<file path="config.mk">
export PLATFORM = sky130hd
export DESIGN_NAME = limited_stock_change_dispenser
export DESIGN_NICKNAME = d
export VERILOG_FILES = /design/src/rtl/core/lscd_pkg.sv /design/src/rtl/core/lscd_cell.sv /design/src/rtl/core/limited_stock_change_dispenser.sv
export SDC_FILE = /design/constraint.sdc
export NUM_CORES = 2
export LEC_CHECK = 0
export BUFFER_PORTS_ARGS = -buffer_cell sky130_fd_sc_hd__buf_4
export CAP_MARGIN = 20
export CORE_UTILIZATION = 56
export CTS_CLUSTER_DIAMETER = 40
export DETAILED_ROUTE_END_ITERATION = 7
export PLACE_DENSITY = 0.75
export SETUP_SLACK_MARGIN = 0.4
export SLEW_MARGIN = 5
export SYNTH_ARGS = -nofsm -noshare
export SYNTH_HDL_FRONTEND = slang
export SYNTH_SLANG_ARGS = --single-unit
</file>
<file path="constraint.sdc">
create_clock -name clk -period 13 [get_ports clk]
set_input_delay 1.95 -clock clk [delete_from_list [all_inputs] [get_ports clk]]
set_output_delay 1.95 -clock clk [all_outputs]
set_load 0.01 [all_outputs]
</file>
<file path="src/rtl/core/lscd_pkg.sv">
// Package for the limited-stock change dispenser.
// Holds the denomination table, the hand-down factors and the shared types.
// No dependencies; imported by every module of the block.
package lscd_pkg;

  localparam int NUM_DENOMS     = 8;
  localparam int STOCK_BITS     = 16;
  localparam int CFG_INDEX_BITS = 3;

  typedef logic [STOCK_BITS-1:0] stock_t;
  typedef stock_t [NUM_DENOMS-1:0] count_vec_t;

  // Face value of each denomination, largest first.
  function automatic int denom_value(input int idx);
    case (idx)
      0:       return 1000;
      1:       return 500;
      2:       return 100;
      3:       return 50;
      4:       return 20;
      5:       return 10;
      6:       return 5;
      default: return 1;
    endcase
  endfunction

  // Pieces of the next smaller denomination that replace one surplus piece.
  function automatic int factor_next(input int idx);
    case (idx)
      0:       return 2;
      1:       return 5;
      2:       return 2;
      3:       return 2;
      4:       return 2;
      5:       return 2;
      6:       return 5;
      default: return 0;
    endcase
  endfunction

  // Pieces two denominations down that replace one surplus piece.
  // Only a fifty is broken into twenties and a ten.
  function automatic int factor_skip(input int idx);
    case (idx)
      3:       return 1;
      default: return 0;
    endcase
  endfunction

  // Width of a remainder left after dividing by a denomination.
  function automatic int rem_bits(input int idx);
    int d;
    d = denom_value(idx);
    return (d > 1) ? $clog2(d) : 1;
  endfunction

endpackage

</file>
<file path="src/rtl/core/lscd_cell.sv">
// One cell of the dispenser chain: greedy split for one denomination,
// then the clamp to stock with the surplus handed down the chain.
// Depends on lscd_pkg.
module lscd_cell
  import lscd_pkg::*;
#(
  parameter int AMOUNT_BITS = 20,
  parameter int IN_BITS     = 20,
  parameter int DENOM       = 1000,
  parameter int FACTOR_NEXT = 2,
  parameter int FACTOR_SKIP = 0,
  parameter int SLOT        = 0
) (
  input  logic                   clk,
  input  logic                   rst,
  input  logic                   in_valid,
  output logic                   in_ready,
  input  logic [AMOUNT_BITS-1:0] in_rest,
  input  logic [AMOUNT_BITS-1:0] in_pass_a,
  input  logic [AMOUNT_BITS-1:0] in_pass_b,
  input  count_vec_t             in_counts,
  input  stock_t                 stock,
  output logic                   out_valid,
  input  logic                   out_ready,
  output logic [AMOUNT_BITS-1:0] out_rest,
  output logic [AMOUNT_BITS-1:0] out_pass_a,
  output logic [AMOUNT_BITS-1:0] out_pass_b,
  output count_vec_t             out_counts,
  output logic                   out_over
);

  localparam int REM_BITS = (DENOM > 1) ? $clog2(DENOM) : 1;
  localparam int CMP_BITS = (AMOUNT_BITS > STOCK_BITS) ? AMOUNT_BITS : STOCK_BITS;
  localparam logic [IN_BITS-1:0]     DEN_IN  = IN_BITS'(DENOM);
  localparam logic [REM_BITS-1:0]    DEN_REM = REM_BITS'(DENOM);
  localparam logic [AMOUNT_BITS-1:0] FN_A    = AMOUNT_BITS'(FACTOR_NEXT);
  localparam logic [AMOUNT_BITS-1:0] FS_A    = AMOUNT_BITS'(FACTOR_SKIP);

  // Stage enables: a stage moves when it is empty or its successor moves.
  logic v1, v2, v3;
  logic en1, en2, en3;

  assign en3      = !v3 || out_ready;
  assign en2      = !v2 || en3;
  assign en1      = !v1 || en2;
  assign in_ready = en1;

  // Stage one: reciprocal estimate of the quotient.
  logic [IN_BITS-1:0]     rest1;
  logic [AMOUNT_BITS-1:0] pa1, pb1;
  count_vec_t             counts1;
  logic [IN_BITS-1:0]     q0;

  always_ff @(posedge clk) begin
    if (rst) begin
      v1 <= 1'b0;
    end else if (en1) begin
      v1 <= in_valid;
    end
  end

  always_ff @(posedge clk) begin
    if (en1) begin
      rest1   <= in_rest[IN_BITS-1:0];
      pa1     <= in_pass_a;
      pb1     <= in_pass_b;
      counts1 <= in_counts;
    end
  end

  if (DENOM > 1) begin : g_div
    // The floor of 2^IN_BITS / DENOM underestimates the quotient by at most one.
    localparam logic [63:0]        RECIP_WIDE = (64'd1 << IN_BITS) / 64'(DENOM);
    localparam logic [IN_BITS-1:0] RECIP      = RECIP_WIDE[IN_BITS-1:0];

    logic [2*IN_BITS-1:0] prod;
    logic [2*IN_BITS-1:0] prod_next;

    assign prod_next = (2*IN_BITS)'(in_rest[IN_BITS-1:0]) * (2*IN_BITS)'(RECIP);

    always_ff @(posedge clk) begin
      if (en1) begin
        prod <= prod_next;
      end
    end

    assign q0 = prod[2*IN_BITS-1:IN_BITS];
  end else begin : g_unit
    assign q0 = rest1;
  end

  // Stage two: correct the estimate and add the pieces handed down.
  logic [IN_BITS-1:0]     qd, r0, q, r;
  logic                   fix;
  logic [AMOUNT_BITS-1:0] total_next;

  always_comb begin
    qd         = q0 * DEN_IN;
    r0         = rest1 - qd;
    fix        = (r0 >= DEN_IN);
    q          = fix ? (q0 + 1'b1) : q0;
    r          = fix ? (r0 - DEN_IN) : r0;
    total_next = AMOUNT_BITS'(q) + pa1;
  end

  logic [REM_BITS-1:0]    r2;
  logic [AMOUNT_BITS-1:0] total2, pb2;
  count_vec_t             counts2;

  always_ff @(posedge clk) begin
    if (rst) begin
      v2 <= 1'b0;
    end else if (en2) begin
      v2 <= v1;
    end
  end

  always_ff @(posedge clk) begin
    if (en2) begin
      r2      <= REM_BITS'(r);
      total2  <= total_next;
      pb2     <= pb1;
      counts2 <= counts1;
    end
  end

  // Stage three: clamp to stock and hand the surplus down.
  logic                   over;
  logic [AMOUNT_BITS-1:0] ex;
  logic [AMOUNT_BITS-1:0] pass_a_next, pass_b_next;
  count_vec_t             counts_next;

  always_comb begin
    over        = CMP_BITS'(total2) > CMP_BITS'(stock);
    ex          = over ? AMOUNT_BITS'(CMP_BITS'(total2) - CMP_BITS'(stock)) : '0;
    pass_a_next = pb2 + ex * FN_A;
    pass_b_next = ex * FS_A;
    counts_next = counts2;
    counts_next[SLOT] = over ? stock : STOCK_BITS'(total2);
  end

  always_ff @(posedge clk) begin
    if (rst) begin
      v3 <= 1'b0;
    end else if (en3) begin
      v3 <= v2;
    end
  end

  always_ff @(posedge clk) begin
    if (en3) begin
      out_rest   <= AMOUNT_BITS'(r2);
      out_pass_a <= pass_a_next;
      out_pass_b <= pass_b_next;
      out_counts <= counts_next;
      out_over   <= over;
    end
  end

  assign out_valid = v3;

  // The corrected remainder is always below the denomination.
  a_rem_range: assert property (@(posedge clk) disable iff (rst)
    v2 |-> (r2 < DEN_REM))
    else $error("remainder not below denomination");

  // Quotient and remainder together give back the value that entered.
  a_split_exact: assert property (@(posedge clk) disable iff (rst)
    (v1 && en2) |=> (64'(total2 - $past(pa1)) * 64'(DENOM) + 64'(r2)
                     == 64'($past(rest1))))
    else $error("greedy split lost value");

  // Without surplus nothing is handed two denominations down.
  a_no_surplus: assert property (@(posedge clk) disable iff (rst)
    (v3 && !out_over) |-> (out_pass_b == '0))
    else $error("surplus handed down without overflow");

  // A count never exceeds the stock of its denomination.
  a_within_stock: assert property (@(posedge clk) disable iff (rst)
    v3 |-> (out_counts[SLOT] <= stock))
    else $error("count above stock");

endmodule

</file>
<file path="src/rtl/core/limited_stock_change_dispenser.sv">
// Top level of the limited-stock change dispenser.
// Holds the stock registers, the chain of lscd_cell instances and the output
// register. Depends on lscd_pkg and lscd_cell.
//
// The block splits each amount greedily into 1000, 500, 100, 50, 20, 10, 5
// and 1 unit pieces, caps each count at the configured stock and breaks the
// surplus into smaller pieces; if the one-unit coins then needed exceed their
// stock, all counts are zero and shortage is set. It accepts one amount per
// clock cycle when the output side does not stall. Each of the eight
// denomination cells is a pipeline of a reciprocal multiply, a quotient
// correction and the stock clamp, and the output register comes last. Every
// stage has its own valid bit, so empty stages fill while a finished result
// waits to be taken. Stock registers are written through cfg_write,
// cfg_index and cfg_data and reset to zero; they should be written only
// while no transaction is in flight.
module limited_stock_change_dispenser
  import lscd_pkg::*;
#(
  parameter int AMOUNT_BITS = 20,
  parameter int COUNT_BITS  = 16
) (
  input  logic                      clk,
  input  logic                      rst,
  input  logic                      cfg_write,
  input  logic [CFG_INDEX_BITS-1:0] cfg_index,
  input  stock_t                    cfg_data,
  input  logic                      in_valid,
  output logic                      in_ready,
  input  logic [AMOUNT_BITS-1:0]    amount,
  output logic                      out_valid,
  input  logic                      out_ready,
  output logic [COUNT_BITS-1:0]     count_thousand,
  output logic [COUNT_BITS-1:0]     count_five_hundred,
  output logic [COUNT_BITS-1:0]     count_hundred,
  output logic [COUNT_BITS-1:0]     count_fifty,
  output logic [COUNT_BITS-1:0]     count_twenty,
  output logic [COUNT_BITS-1:0]     count_ten,
  output logic [COUNT_BITS-1:0]     count_five,
  output logic [COUNT_BITS-1:0]     count_one,
  output logic                      shortage
);

  localparam int SAT_BITS = (COUNT_BITS > STOCK_BITS) ? COUNT_BITS : STOCK_BITS;
  localparam logic [SAT_BITS-1:0] COUNT_MAX = SAT_BITS'((64'd1 << COUNT_BITS) - 64'd1);

  // Stock registers, one per denomination.
  stock_t [NUM_DENOMS-1:0] stock;

  always_ff @(posedge clk) begin
    if (rst) begin
      stock <= '0;
    end else if (cfg_write) begin
      stock[cfg_index] <= cfg_data;
    end
  end

  // Links between neighbouring cells.
  logic                   valid_c  [NUM_DENOMS+1];
  logic                   ready_c  [NUM_DENOMS+1];
  logic [AMOUNT_BITS-1:0] rest_c   [NUM_DENOMS+1];
  logic [AMOUNT_BITS-1:0] pa_c     [NUM_DENOMS+1];
  logic [AMOUNT_BITS-1:0] pb_c     [NUM_DENOMS+1];
  count_vec_t             counts_c [NUM_DENOMS+1];
  logic                   over_c   [NUM_DENOMS];

  assign valid_c[0]  = in_valid;
  assign in_ready    = ready_c[0];
  assign rest_c[0]   = amount;
  assign pa_c[0]     = '0;
  assign pb_c[0]     = '0;
  assign counts_c[0] = '0;

  for (genvar k = 0; k < NUM_DENOMS; k++) begin : g_cell
    lscd_cell #(
      .AMOUNT_BITS (AMOUNT_BITS),
      .IN_BITS     ((k == 0) ? AMOUNT_BITS : rem_bits(k - 1)),
      .DENOM       (denom_value(k)),
      .FACTOR_NEXT (factor_next(k)),
      .FACTOR_SKIP (factor_skip(k)),
      .SLOT        (k)
    ) u_cell (
      .clk        (clk),
      .rst        (rst),
      .in_valid   (valid_c[k]),
      .in_ready   (ready_c[k]),
      .in_rest    (rest_c[k]),
      .in_pass_a  (pa_c[k]),
      .in_pass_b  (pb_c[k]),
      .in_counts  (counts_c[k]),
      .stock      (stock[k]),
      .out_valid  (valid_c[k+1]),
      .out_ready  (ready_c[k+1]),
      .out_rest   (rest_c[k+1]),
      .out_pass_a (pa_c[k+1]),
      .out_pass_b (pb_c[k+1]),
      .out_counts (counts_c[k+1]),
      .out_over   (over_c[k])
    );
  end

  // Output register: zero on shortage, otherwise saturate to the count width.
  logic                  en_o;
  logic                  short_next;
  logic [COUNT_BITS-1:0] fmt      [NUM_DENOMS];
  logic [COUNT_BITS-1:0] count_r  [NUM_DENOMS];
  logic [SAT_BITS-1:0]   wide     [NUM_DENOMS];

  assign en_o                = !out_valid || out_ready;
  assign ready_c[NUM_DENOMS] = en_o;
  assign short_next          = over_c[NUM_DENOMS-1];

  always_comb begin
    for (int i = 0; i < NUM_DENOMS; i++) begin
      wide[i] = SAT_BITS'(counts_c[NUM_DENOMS][i]);
      if (short_next) begin
        fmt[i] = '0;
      end else begin
        fmt[i] = COUNT_BITS'((wide[i] > COUNT_MAX) ? COUNT_MAX : wide[i]);
      end
    end
  end

  always_ff @(posedge clk) begin
    if (rst) begin
      out_valid <= 1'b0;
    end else if (en_o) begin
      out_valid <= valid_c[NUM_DENOMS];
    end
  end

  always_ff @(posedge clk) begin
    if (en_o) begin
      count_r  <= fmt;
      shortage <= short_next;
    end
  end

  assign count_thousand     = count_r[0];
  assign count_five_hundred = count_r[1];
  assign count_hundred      = count_r[2];
  assign count_fifty        = count_r[3];
  assign count_twenty       = count_r[4];
  assign count_ten          = count_r[5];
  assign count_five         = count_r[6];
  assign count_one          = count_r[7];

endmodule
</file>
# == Word-level counts from Yosys, hierarchy flattened ==
# Cells that the tools add are included.
# word_totals
ff_bits,2433
input_bits,44
out_inout_bits,131
wordCells,354
# op_classes
addsub,38
n_mul,14
magnitude_cmp,26
muxes,37
reduce_logical,51
# ops
operator,count
2-to-1 mux 16 bit,17
greater-than comparator 20 x 16 -> 1 bit,7
bitwise mux 128 bit,1
greater-than comparator 16 bit (second input constant),8
subtractor 20 x 16 -> 20 bit,3
subtractor 19 x 16 -> 19 bit,3
demux 16 bit (select 3 bit),1
multiplier 20 x 3 -> 20 bit (second input constant),2
2-to-1 mux 20 bit,2
multiplier 20 x 8 -> 28 bit (second input constant),1
logical NOT 1 bit,25
logical OR 1 bit,25
adder 10 x 20 -> 20 bit,1
adder 20 bit,1
adder 3 x 20 -> 20 bit,1
adder 4 x 20 -> 20 bit,1
adder 5 x 20 -> 20 bit,1
adder 6 x 20 -> 20 bit,1
adder 7 x 20 -> 20 bit,1
adder 9 x 20 -> 20 bit,1
greater-or-equal comparator 20 x 10 -> 1 bit (second input constant),1
2-to-1 mux 10 bit,2
subtractor 20 bit,1
2-to-1 mux 19 bit,1
other kinds (46),58

# == Depth between registers and ports, before layout ==
# logic_depth
word_depth,26
depth_mapped,29
ltp_nobuf,27

# == Cells and area by module ==
# Synthesis repeated with hierarchy kept, for this count alone.
# unflattened
cells_unflattened,8628
hier_area_um2,153832.5
# modules_own_cells
mod,instances,cells_per_inst,area_each_um2,seq_area_each_um2
lscd_cell (g_cell[0].u_cell),1,1465,22409.0,15194.6
lscd_cell (g_cell[1].u_cell),1,1036,18338.8,14503.9
lscd_cell (g_cell[6].u_cell),1,1005,17972.2,14023.4
lscd_cell (g_cell[2].u_cell),1,960,17822.1,14443.9
lscd_cell (g_cell[3].u_cell),1,934,17724.5,14834.2
lscd_cell (g_cell[5].u_cell),1,919,17312.9,14113.5
lscd_cell (g_cell[4].u_cell),1,932,17276.6,14203.6
lscd_cell (g_cell[7].u_cell),1,638,15105.7,13753.2
limited_stock_change_dispenser,1,739,9870.7,6456.2

# == Worst setup path before layout ==
# OpenSTA, ideal clock, no wires.
# synth_timing
path_kind,input to output
from,input port out_ready
to,output port in_ready
arrival_ps,11353
required_ps,11050
path_slack_ps,-303
stages,13
n_path_buf,0
path_cell_list,and4b_1 and2_1 nand2_2 nor2_4 inv_1 nor2_4 inv_1 nor3_1 and2_2 inv_2 nor2_4 nand4_1 or2_2
# synth_between
elab_chain_len,25
# synth_rtl
item,line_no,source
"start, declared",limited_stock_change_dispenser.sv:31,"input logic out_ready,"
logical OR 1 bit,limited_stock_change_dispenser.sv:108,assign en_o = !out_valid || out_ready;
logical OR 1 bit,lscd_cell.sv:43,assign en3 = !v3 || out_ready;
logical OR 1 bit,lscd_cell.sv:44,assign en2 = !v2 || en3;
logical OR 1 bit,lscd_cell.sv:45,assign en1 = !v1 || en2;
logical OR 1 bit,lscd_cell.sv:43,
via g_cell[6].u_cell.en3,lscd_cell.sv:41,"logic en1, en2, en3;"
logical OR 1 bit,lscd_cell.sv:44,
via g_cell[6].u_cell.en2,lscd_cell.sv:41,
(+5 left out),--,
via g_cell[4].u_cell.en3,lscd_cell.sv:41,
(+7 left out),--,
via g_cell[2].u_cell.en2,lscd_cell.sv:41,
logical OR 1 bit,lscd_cell.sv:45,
logical OR 1 bit,lscd_cell.sv:43,
logical OR 1 bit,lscd_cell.sv:44,
logical OR 1 bit,lscd_cell.sv:45,
logical OR 1 bit,lscd_cell.sv:43,
logical OR 1 bit,lscd_cell.sv:44,
via g_cell[0].u_cell.en2,lscd_cell.sv:41,
logical OR 1 bit,lscd_cell.sv:45,
"end, declared",limited_stock_change_dispenser.sv:28,"output logic in_ready,"
# The timed path passes the listed nets, and every way through them passes these cells.

# == Worst setup path after layout ==
# Ends and elaborated chain as after synthesis.

==> flow_metrics.env <==
export IMPL_cp_max_fo=69
export IMPL_drive_gt1_frac=0.112
export IMPL_ys_ff_latch=2369
export IMPL_timing_rr_start="g_cell[0].u_cell.g_div.prod[20]"
export IMPL_syn_area_um2=92100
export IMPL_slew_headroom=0.235
export IMPL_ys_warn_count=0
export IMPL_setup_viol=0
export IMPL_yosysSeqAreaShare=0.756
export IMPL_synth_flop_cell="edfxtp_1"
export IMPL_drc=0
export IMPL_post_drt_via_cell_ratio=5.43
export IMPL_cts_buffer_depth=4
export IMPL_whs_endpoint="g_cell[5].u_cell.out_counts[78]"
export IMPL_cp_top_family="simple AND/OR/NAND/NOR gates"
export IMPL_die_area_um2=166000
export IMPL_cpMaxStageDelayCell="nor3_1"
export IMPL_ioPinCount=175
export IMPL_io_buffers=174
export IMPL_cts_buffers=281
export IMPL_cts_hold_buffers_added=0
export IMPL_path_clk_slew_ns=0.06
export IMPL_finalSetupTns_ns=0
export IMPL_path_buf_inv=10
export IMPL_grt_usage=0.213
export IMPL_hold_path_depth=0
export IMPL_synth_most_common_cell="edfxtp_1"
export IMPL_avgSynthCellArea_um2=15.9
export IMPL_critPathLaunchType="input port"
export IMPL_crit_path_frequent_cell="buf_4"
export IMPL_reg2regPathDepth=25
export IMPL_synth_cell_types=79
export IMPL_grt_pass1_vias=46900
export IMPL_post_cts_resize_count=0
export IMPL_synthToLayoutAreaGrowth_pct=14.2
export IMPL_outcome="complete, no violations"
export IMPL_wl_per_cell_um=20.6
export IMPL_cts_sinks=2369
export IMPL_hold_viol=0
export IMPL_slew_viol_final=0
export IMPL_crit_chain="buf_4 > and4b_1 > and2_1 > nand2_8 > nor2_4 > clkinvlp_4 > buf_4 > nor2_4 > clkinv_2 > buf_4 > nor3_1 > and2_2 > inv_2 > buf_4 > nor2_4 > nand4_1 > buf_4 > or2_2 > buf_4 > buf_4"
export IMPL_first_pass_iters=5
export IMPL_synth_area_top_cells="edfxtp_1, ha_1, dfxtp_1, xnor2_1, nand2_1"
export IMPL_async_reset_ff_frac=0
export IMPL_crit_type="input port to output port"
export IMPL_period_minus_slack_ns=9.07
export IMPL_grt_ovfl_total=0
export IMPL_synth_edf_count=2216
export IMPL_synthTopCellsByCount="edfxtp_1, nand2_1, ha_1"
export IMPL_fmax_mhz=110
export IMPL_r2r_slack_ns=5.38
export IMPL_core_rowCount=148
export IMPL_initial_core_util=0.565
export IMPL_yosys_area_top_type="edfxtp_1"
export IMPL_vias=46500
export IMPL_die_y_um=407
export IMPL_cp_arrival_ns=7.12
export IMPL_die_width_um=407
export IMPL_yosysTopAreaCellShare=0.723
export IMPL_hpwl_mm=111
export IMPL_postCtsSetupBuffers=0
export IMPL_ant_nets=0
export IMPL_clock_latency_ns=0.90
export IMPL_worstMarginPinSlew_ns=1.14
export IMPL_crit_path_max_incr_delay_ns=0.38
export IMPL_worst_ep_required_time_ns=11.05
export IMPL_routed_wl_mm=177
export IMPL_cts_tree="done"
export IMPL_grt_max_degree=91
export IMPL_min_from="g_cell[5].u_cell.counts2[78]"
export IMPL_cap_violations=0
export IMPL_grt_pass1_wl_mm=270
export IMPL_postSynthCellCount=5793
export IMPL_min_path_type="register to register"
export IMPL_period_share=0.698
export IMPL_endpoint_kind="output port"
export IMPL_fin_nets=6716
export IMPL_rr_endpoint="g_cell[0].u_cell.total2[5]"
export IMPL_finClkSkew_ns=0.0611
export IMPL_gp_congestion=0.886
export IMPL_antenna_found_initial=8
export IMPL_htreeDepth=5
export IMPL_drt_iter0_markers=3738
export IMPL_cts_root_buf="clkbuf_16"
export IMPL_core_area_um2=163000
export IMPL_rsz0062_at_grt="false"
==> logic make-up (layout without fill, tap and decap cells) <==
group	Yosys count	count (layout)	share of synthesized area
xor gates and xnor gates	342	342	0.0325
AOI/OAI and AO/OA	750	750	0.0486
muxes	34	34	0.00405
other	1	7	0.0000407
buffers and inverters	496	1089	0.0206
adders and majority gates	478	478	0.0704
DFF	2369	2369	0.756
and+or+nand+nor	1323	1323	0.0677
==> layout make-up <==
| cell class | instances | area (um^2) |
|---|---|---|
| sequential | 2369 | 69600 |
| fill | 11000 | 57800 |
| multi-input combinational | 2933 | 20700 |
| clock buffer | 330 | 7480 |
| tap | 2175 | 2720 |
| timing repair buffer | 219 | 1700 |
| inverter | 390 | 1480 |
| clock inverter | 150 | 1480 |
| antenna | 1 | 2.50 |
==> registers in the layout, summed over array words and instances (netlist names), 20 cells and up <==
register                  cells
g_cell.u_cell.out_counts    576
g_cell.u_cell.counts1       448
g_cell.u_cell.counts2       448
g_cell.u_cell.total2        152
g_cell.u_cell.out_pass_a    134
stock                       128
g_cell.u_cell.pa1           115
g_cell.u_cell.rest1          54
g_cell.u_cell.out_rest       44
g_cell.u_cell.r2             44
g_cell.u_cell.g_div.prod     27
g_cell.u_cell.pb1            20
g_cell.u_cell.pb2            20
==> cells in the final DEF (no fill, tap or decap), types with 17 or more instances in the layout <==
master	Yosys	layout
xor2_1	112	112
mux2_2	26	26
o21ai_0	203	203
edfxtp_1	2216	2216
ha_1	411	411
nand2b_1	38	38
a21o_1	84	84
nand2_1	503	498
and2_1	17	17
bufinv_16	0	17
clkbuf_16	0	290
nor3_1	76	76
dfxtp_1	153	153
clkinv_2	0	24
clkinv_1	0	31
xnor2_1	230	230
buf_4	2	214
nor2_1	259	258
o21a_1	28	28
nand3_1	91	87
clkbuf_1	76	33
inv_1	389	379
and3_1	50	50
clkinvlp_4	0	19
a31oi_1	21	21
clkinv_4	0	17
nand4_1	47	47
inv_6	0	26
nor2b_1	173	173
o21bai_1	20	20
fa_1	67	67
a21oi_1	289	285
==> stage by stage <==
step	util	std cells	worst slack [ns]	hold slack (ns)	cell area, um^2
floorplan	-	5798	0.544	0.400	92100
global placement	0.590	8081	3.99	0.400	96100
detailed placement	0.590	8082	3.92	0.405	96100
CTS	0.645	8562	3.80	0.387	105000
global route	0.645	8566	3.48	0.389	105000
finish	0.645	8567	3.93	0.384	105000
==> worst max path at each step <==
stage,endpoint,slack (ns),startpoint,depth (start not counted)
2_1_floorplan,in_ready,0.54,out_ready,13
3_3_place_gp,in_ready,3.99,out_ready,20
3_5_place_dp,in_ready,3.92,out_ready,20
4_1_cts,in_ready,3.80,out_ready,20
5_1_grt,in_ready,3.48,out_ready,20
6_report,in_ready,3.93,out_ready,20
==> layer usage <==
layer / vias up / routed length (um) / global-route usage
li1: 22000 / - / -
met1: 22700 / 73000 / 0.283
met2: 1468 / 85700 / 0.350
met3: 341 / 11200 / 0.0381
met4: 8 / 6570 / 0.0874
met5: - / 55 / 0
Power is not shown: default switching activity piles up to over one toggle a cycle in this logic, so the estimate is an artifact.
